File: src/rtl/ple_pkg.sv
`timescale 1ns / 1ps
// ple_pkg: shared constants, operation codes, state codes and the cell command
// struct of the positional list engine. no dependencies.
package ple_pkg;

  localparam int CAPACITY = 64;
  localparam int ELEM_W   = 32;
  localparam int MODE_W   = 2;
  localparam int POS_W    = 7;
  localparam int IDX_W    = (CAPACITY > 1) ? $clog2(CAPACITY) : 1;
  localparam int CNT_W    = $clog2(CAPACITY + 1);
  localparam int GRP      = 8;
  localparam int GRP_W    = $clog2(GRP);
  localparam int NGRP     = (CAPACITY + GRP - 1) / GRP;

  typedef enum logic [MODE_W-1:0] {
    MODE_INS = 2'd0,
    MODE_DEL = 2'd1,
    MODE_LOC = 2'd2
  } mode_e;

  typedef enum logic [1:0] {
    ST_IDLE,
    ST_WORK,
    ST_FINISH
  } state_e;

  // broadcast to every cell of the chain
  typedef struct packed {
    logic              do_ins;
    logic              do_del;
    logic [IDX_W-1:0]  pos_idx;
    logic [ELEM_W-1:0] value;
    logic [CNT_W-1:0]  count;
  } ple_cmd_t;

endpackage

File: src/rtl/ple_cell.sv
`timescale 1ns / 1ps
// ple_cell: one list slot; shifts with its neighbors on insert and delete,
// compares against the search word. depends on ple_pkg.
module ple_cell (
  input  logic                       clk_i,
  input  logic [ple_pkg::IDX_W-1:0]  idx_i,
  input  ple_pkg::ple_cmd_t          cmd_i,
  input  logic [ple_pkg::ELEM_W-1:0] left_i,
  input  logic [ple_pkg::ELEM_W-1:0] right_i,
  output logic [ple_pkg::ELEM_W-1:0] data_o,
  output logic                       match_o,
  output logic [ple_pkg::ELEM_W-1:0] pick_o
);
  import ple_pkg::*;

  logic [ELEM_W-1:0] data_q, data_d;
  logic              in_list;
  logic              is_pos;

  assign in_list = CNT_W'(idx_i) < cmd_i.count;
  assign is_pos  = idx_i == cmd_i.pos_idx;

  always_comb begin
    data_d = data_q;
    if (cmd_i.do_ins) begin
      if (is_pos) begin
        data_d = cmd_i.value;
      end else if ((idx_i > cmd_i.pos_idx) && (CNT_W'(idx_i) <= cmd_i.count)) begin
        data_d = left_i;
      end
    end else if (cmd_i.do_del) begin
      if ((idx_i >= cmd_i.pos_idx) &&
          (((CNT_W + 1)'(idx_i) + (CNT_W + 1)'(1)) < {1'b0, cmd_i.count})) begin
        data_d = right_i;
      end
    end
  end

  // stored list word
  always_ff @(posedge clk_i) begin
    data_q <= data_d;
  end

  assign data_o  = data_q;
  assign match_o = in_list && (data_q == cmd_i.value);
  assign pick_o  = is_pos ? data_q : '0;

endmodule

File: config.mk
export PLATFORM = sky130hd
export DESIGN_NAME = ple_cell
export DESIGN_NICKNAME = d
export VERILOG_FILES = /design/src/rtl/ple_pkg.sv /design/src/rtl/ple_cell.sv
export SDC_FILE = /design/constraint.sdc
export NUM_CORES = 1
export LEC_CHECK = 0
export BUFFER_PORTS_ARGS = -buffer_cell sky130_fd_sc_hd__clkbuf_2
export CORE_MARGIN = 2
export CORE_UTILIZATION = 31
export CTS_BUF_LIST = sky130_fd_sc_hd__clkbuf_16
export CTS_CLUSTER_SIZE = 30
export DETAILED_ROUTE_END_ITERATION = 6
export HOLD_SLACK_MARGIN = 0.1
export RECOVER_POWER = 50
export SLEW_MARGIN = 40
export SYNTH_ARGS = -nofsm -noshare
export SYNTH_HDL_FRONTEND = slang
export SYNTH_SLANG_ARGS = --single-unit
export TNS_END_PERCENT = 1
File: constraint.sdc
create_clock -name clk_i -period 6.45 [get_ports clk_i]
set_input_delay 1.29 -clock clk_i [delete_from_list [all_inputs] [get_ports clk_i]]
set_output_delay 1.29 -clock clk_i [all_outputs]
set_load 0.02 [all_outputs]
* Word level (Yosys, flattened, before mapping)
Cells that the tools add are included.
** Storage, ports and cells
- Flip-flop bits (word level) :: 32
- Latch bits :: 0
- RAM bits :: 0
- ROM bits :: 0
- Bits of input ports :: 118
- Output and inout port bits :: 65
- Word-level logic and storage cells :: 22
- Memories kept :: 0
** Operators by class
- Add/subtract/negate cells :: 1
- Multipliers :: 0
- Divide/modulo/power cells :: 0
- Magnitude comparators :: 5
- Eq/ne operators :: 3
- Shift operators :: 0
- Mux-type cells :: 6
- Bitwise gates (word level) :: 0
- Reduce and logical (&&, ||, !) cells :: 6
** Operators by type and width (count)
- 2-to-1 mux 32 bit :: 6
- == test 32 bit :: 1
- adder 6 x 1 -> 7 bit (second input constant) :: 1
- less-or-equal comparator 6 x 7 -> 1 bit :: 1
- less-than comparator 6 x 7 -> 1 bit :: 1
- less-than comparator 7 bit :: 1
- == test 6 bit :: 1
- greater-or-equal comparator 6 bit :: 1
- > comparator 6 bit :: 1
- nonzero test 2 bit :: 2
- logical AND 1 bit :: 3
- != test 3 x 1 -> 1 bit (second input constant) :: 1
- AND reduction 3 bit :: 1

* Longest topological paths before layout
Gate-level depths: netlist (run 1).
- Word-level depth :: 6
- Depth in mapped cells :: 8
- Gate-level depth less buffers :: 8

* Worst setup path after synthesis (run 1)
OpenSTA, ideal clock, no wires.
- Kind :: input to register
- From :: in idx_i[0] in the netlist's numbering
- To :: reg data_q[0], in the netlist data_o[0] (enable)
- Library setup time :: 0.450 ns
- Arrival time :: 4.469 ns
- Data required time :: 6.000 ns
- Slack :: 1.531 ns
- Stages on the path :: 7
- Path buffers :: 0
- Cell sequence :: ha_1 -> ha_1 -> nor2b_1 -> o21a_1 -> o2111ai_1 -> a21oi_1 -> a2111oi_2
** Between the ends
- Cells in the longest elaborated chain, start to end :: 5
- Elaborated cells on any way between the ends :: 11
- Classes of those cells :: 1 x add/sub; 4 x order compare; 2 x eq/ne; 4 x reduce/logical
** RTL lines
- start, declared :: line ple_cell.sv:6 : input logic [ple_pkg::IDX_W-1:0] idx_i,
- adder 6 x 1 -> 7 bit :: line ple_cell.sv:33 : (((CNT_W + 1)'(idx_i) + (CNT_W + 1)'(1)) < {1'b0, cmd_i.count})) begin
- less-than comparator 7 bit :: line ple_cell.sv:33
- logical AND 1 bit :: line ple_cell.sv:32 : if ((idx_i >= cmd_i.pos_idx) &&
- nonzero test 2 bit (no line)
- AND reduction 3 bit (no line) (*)
- end signal, assigned :: line ple_cell.sv:41 : data_q <= data_d;
- end, declared :: line ple_cell.sv:16 : logic [ELEM_W-1:0] data_q, data_d;
Every way passes the cells marked *; elsewhere a longest branch is shown, timed or not.
A chain may end at the register's enable or synchronous reset.

* Final worst setup path (run 1)
- From :: in idx_i[3] in the netlist's numbering
- To :: out pick_o[26] in the netlist's numbering
** Between the ends
- Cells in the longest elaborated chain, start to end :: 2
** RTL lines
- == test 6 bit :: line ple_cell.sv:21 : assign is_pos = idx_i == cmd_i.pos_idx;
- 2-to-1 mux 32 bit :: line ple_cell.sv:46 : assign pick_o = is_pos ? data_q : '0;
- end, declared :: line ple_cell.sv:12 : output logic [ple_pkg::ELEM_W-1:0] pick_o
Every way passes these cells.

==> out/metrics.cfg, run 1 <==
[run_status]
status = completed

[hold_path]
hold_depth = 3
min_from = right_i[27]
timing.hold.worst_endpoint = data_o[27]
min_path_type = primary input to register

[detailed_routing]
num_vias = 2681
avgRoutedWirePerCell_um = 14.16
via_per_inst = 4.646
antenna_left = 0
drcViolationCount = 0
first_pass_iters = 4
drt_iter0_drc = 62
postRouteWirelength_um = 8170

[timing]
min_period_over_period_pct = 79.05
whs_ps = 1327
max_slew_margin_pct = 35.40
rsz0062_at_grt = false
setup_violations = 0
tightest_slew_ps = 969.0
hold_viol_final = 0
fin_crit_ps = 5099
setup_tns_ps = 0
drv_slew = 0
max_freq_mhz = 196.1

[cells_and_area]
largest_reg_flops = 32
num_antenna_cells = 0
finalNetCount = 606
instances_no_fill = 577
n_fill_cell = 905
postLayoutCoreUtil_pct = 44.42
area_delta_synth_final_pct = 40.51
layout-drive-gt1-share_pct = 34.12

[clock_network]
cts_buffers = 5
tritoncts = yes
cts_max_level = 2
cts_hold_buf = 0
cts_root_buffer = clkbuf_16
clk_path_buf_depth = 2
postCtsResizedCells = 0
clock-sinks = 32
cts_setup_buffers = 0
clkSlewWorstSetupHoldPaths_ps = 50

[yosys]
netlist_instances = 288
synth-seq-area-share_pct = 35.20
yosys_warnings = 0
syn_area_per_cell_sq_um = 9.480
ys_seq_elements = 32
mappedNetlistNets = 426
yosysUniqueCellTypes = 29
syn_area_sq_mm = 0.002730

[place]
dp.cells = 569
post-dp-hpwl_um = 6811
gp_congestion = 0.9188
port_buffers = 182

[floorplanning]
dieArea_sq_mm = 0.009574
die_w_um = 97.85
start_util_pct = 31.61
core_sq_mm = 0.008636
die_h_um = 97.85
ios = 183
rows = 34

[global_route]
grt_pass1_vias = 2666
antenna_found_initial = 0
grt_usage_pct = 16.55
grt_max_degree = 39
grt.overflow.total = 0
grt_pass1_wl_um = 12650

[flow_run]
maxCapViolations = 0

[worst_setup_path]
endpoint_kind = output port
cp-start-kind = primary input
cp.arrival_ps = 3810
required_ps = 5160
path_max_fanout = 27
path_class = primary input to output port

[power_and_ir_drop]
vdd_drop_max_v = 0.00008688
leakage_nw = 1.776
fin_total_pwr_mw = 0.7462
power.density_mw_per_mm2 = 194.5

==> cell usage in the layout (no fill, tap or decap), types with 2 or more instances in the layout <==
cell type and count:
nand3_1 4, a21oi_1 37, xnor2_1 3, a21o_1 2
buf_4 3, mux2i_1 32, clkbuf_1 35, and3_1 2
xor2_1 33, nand2_1 2, inv_1 14, nor3_1 2
nor2_1 36, nand2b_1 2, ha_1 20, clkbuf_16 5
and2_1 32, nor4_1 8, o21ai_0 2, edfxtp_1 32
nand4_1 4, a211oi_1 2, clkbuf_2 149
==> worst max-delay path, stage by stage <==
cell and delay (ps):
clkbuf_1 140, ha_1 330, nand4_1 170, nor2_4 660, clkbuf_1 790, and2_1 240, clkbuf_2 170
==> worst max path at each step <==
| stage | startpoint | to | slack (ps) | cells past startpoint |
|---|---|---|---|---|
| 4_1_cts | idx_i[3] | pick_o[26] | 1830 | 7 |
| 5_1_grt | idx_i[3] | pick_o[8] | 1130 | 7 |
| 2_1_floorplan | idx_i[0] | data_o[0] | 1530 | 7 |
| 6_report | idx_i[3] | pick_o[26] | 1350 | 7 |
| 3_5_place_dp | idx_i[3] | pick_o[26] | 1820 | 7 |
| 3_3_place_gp | idx_i[3] | pick_o[0] | 1890 | 7 |
==> routing by layer <==
layer  vias to the layer above  global-route usage (%)  share of wire [%]
met5                         -                       0                  0
met4                         0                   5.876                1.6
met3                        10                   4.080                7.1
met2                       104                   29.72                 50
met1                      1184                   19.07                 41
li1                       1383                       -                  -
==> per-stage QoR <==
step           setup WS (ps)  area (sq um)
5_1_grt                 1130          3836
2_1_floorplan           1531          2730
6_report                1351          3836
3_3_place_gp            1889          3737
4_1_cts                 1826          3885
3_5_place_dp            1823          3745
==> synth_stat cells (all sizes together) <==
master / instances / area, sq um
nand2: 2 / 7.510
buf: 4 / 48.80
mux2i: 32 / 320.3
a21o: 2 / 15.01
nor4: 8 / 50.05
nor2b: 1 / 6.260
and3: 2 / 12.51
xor2: 33 / 289.0
a2111oi: 1 / 15.01
nand2b: 2 / 12.51
ha: 20 / 250.2
o22ai: 1 / 6.260
edfxtp: 32 / 960.9
o2111ai: 1 / 8.760
inv: 13 / 48.80
o21ai: 2 / 10.01
xnor2: 3 / 26.28
nor3: 2 / 10.01
clkbuf: 10 / 37.54
and2: 32 / 200.2
a211oi: 2 / 15.01
nand4: 4 / 25.02
nand3: 4 / 20.02
a21oi: 37 / 185.2
o21a: 1 / 7.510
nor2: 37 / 141.4
==> cells by family after synthesis <==
group | after synthesis | synth area share, %
XOR/XNOR | 36 | 11.55
multiplexers | 32 | 11.73
buffers and inverters | 27 | 4.950
flip-flops | 32 | 35.20
AND/OR/NAND/NOR | 94 | 17.78
adder cells (fa/ha/maj) | 20 | 9.166
AO/OA/AOI/OAI | 47 | 9.624
==> power breakdown <==
group          leakage [nW]  internal, mW  total, mW  switching (mW)
clock network        0.0687         0.140      0.230          0.0896
logic                  1.40        0.0862      0.219           0.133
registers             0.306         0.269      0.298          0.0284
total                  1.78         0.496      0.746           0.251
==> cell type report <==
cell class	count	area (sq um)	share of cell area, %
multi-input cells	229	1652	43.05
flip-flops and latches	32	960.9	25.05
repair buffers	187	899.6	23.45
well taps	108	135.1	3.523
clock buffers	5	125.1	3.262
inverters	13	48.80	1.272
clock inverters	3	15.01	0.3914
No activity file was read; power rests on OpenSTA's default activity.
==> run 2, diff against run 1 <==
==> constraint.sdc (replaced) <==
create_clock -name clk_i -period 5.4 [get_ports clk_i]
set_input_delay 1.08 -clock clk_i [delete_from_list [all_inputs] [get_ports clk_i]]
set_output_delay 1.08 -clock clk_i [all_outputs]
set_load 0.02 [all_outputs]
==> out/metrics.cfg, run 2 (synthesis results as in run 1) <==
[run_status]
status = completed

[global_route]
antenna_found_initial = 0
grt_usage_pct = 16.43
grt.overflow.total = 0
grt_max_degree = 43
grt_pass1_vias = 2708
grt_pass1_wl_um = 12800

[hold_path]
min_path_type = primary input to register
timing.hold.worst_endpoint = data_o[7]
hold_depth = 3
min_from = right_i[7]

[place]
preCtsSetupSlack_ps = 1349
port_buffers = 182
post-dp-hpwl_um = 6668
gp_congestion = 0.8939

[clock_network]
clk_path_buf_depth = 2
cts_max_level = 2
clkSlewWorstSetupHoldPaths_ps = 50
cts_hold_buf = 0
tritoncts = yes
cts_buffers = 5
clock-sinks = 32
cts_setup_buffers = 0
postCtsResizedCells = 0
cts_root_buffer = clkbuf_16

[cells_and_area]
n_fill_cell = 929
num_antenna_cells = 0
layout-drive-gt1-share_pct = 34.33
finalNetCount = 604
mostFrequentLayoutCell = clkbuf_2
multi_input_area_sq_mm = 0.001652
area_delta_synth_final_pct = 40.47
largest_reg_flops = 32
regArea_sq_um = 960.9
mostFrequentLayoutCells = clkbuf_2 (149), a21oi_1 (37), nor2_1 (36)

[timing]
fin_crit_ps = 4063
max_slew_margin_pct = 54.20
fin_ws_ps = 1337
setup_tns_ps = 0
tightest_slew_ps = 685.4
max_freq_mhz = 246.1
drv_slew = 0
hold_viol_final = 0
whs_ps = 1128
min_period_over_period_pct = 75.24
setup_violations = 0
rsz0062_at_grt = false

[power_and_ir_drop]
leakage_nw = 1.779
vdd_drop_max_v = 0.0001436
power.density_mw_per_mm2 = 229.1

[detailed_routing]
antenna_left = 0
num_vias = 2645
postRouteWirelength_um = 8085
drcViolationCount = 0
drt_iter0_drc = 61
avgRoutedWirePerCell_um = 14.09
via_per_inst = 4.608
first_pass_iters = 4

[floorplanning]
core_sq_mm = 0.008636
die_w_um = 97.85
die_h_um = 97.85
ios = 183
start_util_pct = 31.61
dieArea_sq_mm = 0.009574
rows = 34

[worst_setup_path]
required_ps = 4320
cp-startpoint = idx_i[3]
path_class = primary input to output port
endpoint_kind = output port
path_max_fanout = 42
cp-start-kind = primary input
cp.arrival_ps = 2980

[flow_run]
maxCapViolations = 0

run 2: worst max path at each step:
stage,end,slack [ps],cells past startpoint
after global routing,pick_o[12],1160,7
after floorplan,data_o[0],690,7
after CTS,pick_o[11],1340,7
final,pick_o[11],1340,7
after global placement,pick_o[7],1350,7
after detailed placement,pick_o[11],1350,7
run 2: critical path, stage by stage:
cell	delay, ps
clkbuf_1	140
ha_1	330
nand4_1	170
nor2_4	590
buf_12	310
and2_1	170
clkbuf_2	170
run 2: area by class of cell:
class                      count  share of cell area, %
tap                          108                  3.524
sequential                    32                  25.06
timing repair buffer         185                  23.59
clock buffer                   5                  3.263
multi-input combinational    229                  43.07
clock inverter                 2                 0.2284
inverter                      13                  1.272
run 2: through the flow:
stage / utilization (%) / instances / power [mW] / area, sq um
floorplan: - / 288 / 0.5073 / 2730
global placement: 43.34 / 567 / 0.6299 / 3742
detailed placement: 43.34 / 567 / 0.6339 / 3742
CTS: 44.89 / 574 / 0.9018 / 3876
global route: 44.41 / 574 / 0.9298 / 3835
finish: 44.41 / 574 / 0.8785 / 3835
run 2: report_power, final:
group          switching [mW]  leakage [nW]  total, mW  internal, mW
Combinational           0.158          1.40      0.260         0.102
Sequential             0.0335         0.306      0.355         0.322
Clock                  0.0975        0.0709      0.263         0.165
Total                   0.289          1.78      0.878         0.589
run 2: per-layer routing:
metal | global-route usage (%) | share of wire [%] | routed length [um] | vias to the layer above
met1 | 20.10 | 42 | 3367 | 1171
met3 | 3.794 | 7.3 | 591 | 2
met5 | 0 | 0 | 0 | -
met4 | 3.526 | 0.57 | 46 | 0
li1 | - | - | - | 1376
met2 | 29.45 | 50 | 4080 | 96
==> run 3, diff against run 2 <==
==> constraint.sdc (replaced) <==
create_clock -name clk_i -period 3.9 [get_ports clk_i]
set_input_delay 0.78 -clock clk_i [delete_from_list [all_inputs] [get_ports clk_i]]
set_output_delay 0.78 -clock clk_i [all_outputs]
set_load 0.02 [all_outputs]
==> out/metrics.cfg, run 3 (synthesis results as in run 1) <==
[run_status]
status = completed

[detailed_routing]
via_per_inst = 4.663
avgRoutedWirePerCell_um = 14.53
first_pass_iters = 4
num_vias = 2681
antenna_left = 0
postRouteWirelength_um = 8356
drt_iter0_drc = 65
drcViolationCount = 0

[timing]
rsz0062_at_grt = false
fin_crit_ps = 3091
setup_tns_ps = 0
fin_ws_ps = 808.6
drv_slew = 0
min_period_over_period_pct = 79.27
tightest_slew_ps = 616.6
whs_ps = 830.0
max_freq_mhz = 323.5
setup_violations = 0
max_slew_margin_pct = 58.89
hold_viol_final = 0

[power_and_ir_drop]
leakage_nw = 1.779
p_sw_mw = 0.4026
cellInternalPower_mw = 0.8187
power_frac_clock_pct = 29.8
vdd_drop_max_v = 0.0001954
power_frac_comb_pct = 29.6
p_sw_share_pct = 32.97
power.density_mw_per_mm2 = 318.7
p_seq_share_pct = 40.6

[cells_and_area]
num_antenna_cells = 0
largest_reg_flops = 32
finalNetCount = 604
instances_no_fill = 575
layout-drive-gt1-share_pct = 34.26
mostFrequentLayoutCell = clkbuf_2
mostFrequentLayoutCells = clkbuf_2 (149), nor2_1 (37), a21oi_1 (37)
area_delta_synth_final_pct = 40.38

[clock_network]
clock-sinks = 32
cts_max_level = 2
tritoncts = yes
clkSlewWorstSetupHoldPaths_ps = 50
postCtsResizedCells = 0
cts_hold_buf = 0
cts_root_buffer = clkbuf_16
cts_buffers = 5
clk_path_buf_depth = 2
cts_setup_buffers = 0

[worst_setup_path]
endpoint_kind = output port
path_class = primary input to output port
cp-start-kind = primary input
cp.arrival_ps = 2310
path_max_fanout = 65
required_ps = 3120
cp-startpoint = idx_i[3]
cp-endpoint = pick_o[30]

[global_route]
grt_pass1_vias = 2647
grt_pass1_wl_um = 13100
grt_usage_pct = 16.97
grt_max_degree = 66
antenna_found_initial = 0
grt.overflow.total = 0

[floorplanning]
ios = 183
die_w_um = 97.85
start_util_pct = 31.61
dieArea_sq_mm = 0.009574
core_sq_mm = 0.008636
rows = 34
die_h_um = 97.85

[place]
dp.cells = 567
preCtsSetupSlack_ps = 700.3
port_buffers = 182
gp_congestion = 0.9027
post-dp-hpwl_um = 6841

[hold_path]
min_path_type = primary input to register

[flow_run]
maxCapViolations = 0

## run 3: worst max-delay path, stage by stage
cell and delay, ps:
clkbuf_1 150, ha_1 330, nand4_1 120, nor2_1 210
buf_12 310, and2_1 180, clkbuf_2 160
## run 3: stage by stage
stage | power (mW) | utilization, % | area (sq um)
after floorplan | 0.7038 | - | 2743
after global placement | 0.8760 | 43.34 | 3742
after detailed placement | 0.8815 | 43.34 | 3742
after CTS | 1.253 | 44.94 | 3881
after global routing | 1.296 | 44.38 | 3832
final | 1.221 | 44.38 | 3832
## run 3: worst min-delay path by stage
stage | from | end | slack [ps] | cells after the start
final | right_i[10] | data_o[10] | 830 | 3
after global placement | right_i[14] | data_o[14] | 1100 | 3
after CTS | right_i[14] | data_o[14] | 820 | 3
after detailed placement | right_i[14] | data_o[14] | 1100 | 3
after global routing | right_i[0] | data_o[0] | 840 | 3
after floorplan | right_i[0] | data_o[0] | 1010 | 2
## run 3: area by class of cell
type | instances | area [sq um]
multi-input cells | 229 | 1644
clock buffers | 5 | 125.1
clock inverters | 3 | 13.76
well taps | 108 | 135.1
flip-flops and latches | 32 | 960.9
inverters | 13 | 48.80
fillers | 884 | 4803
repair buffers | 185 | 904.6
## run 3: power groups by stage
stage / Clock [mW] / Combinational, mW / Sequential (mW)
6_report: 0.364 / 0.362 / 0.495
5_1_grt: 0.391 / 0.401 / 0.504
4_1_cts: 0.376 / 0.381 / 0.497
3_5_place_dp: 0 / 0.379 / 0.502
3_3_place_gp: 0 / 0.376 / 0.500
2_1_floorplan: 0 / 0.151 / 0.553
## run 3: routing by layer
metal  up-vias  global-route usage, %  routed length [um]
met5         -                      0                   0
met4         0                  3.312                  39
met3         4                  4.366                 615
met2       109                  30.87                4327
met1      1203                  20.23                3374
li1       1365                      -                   -
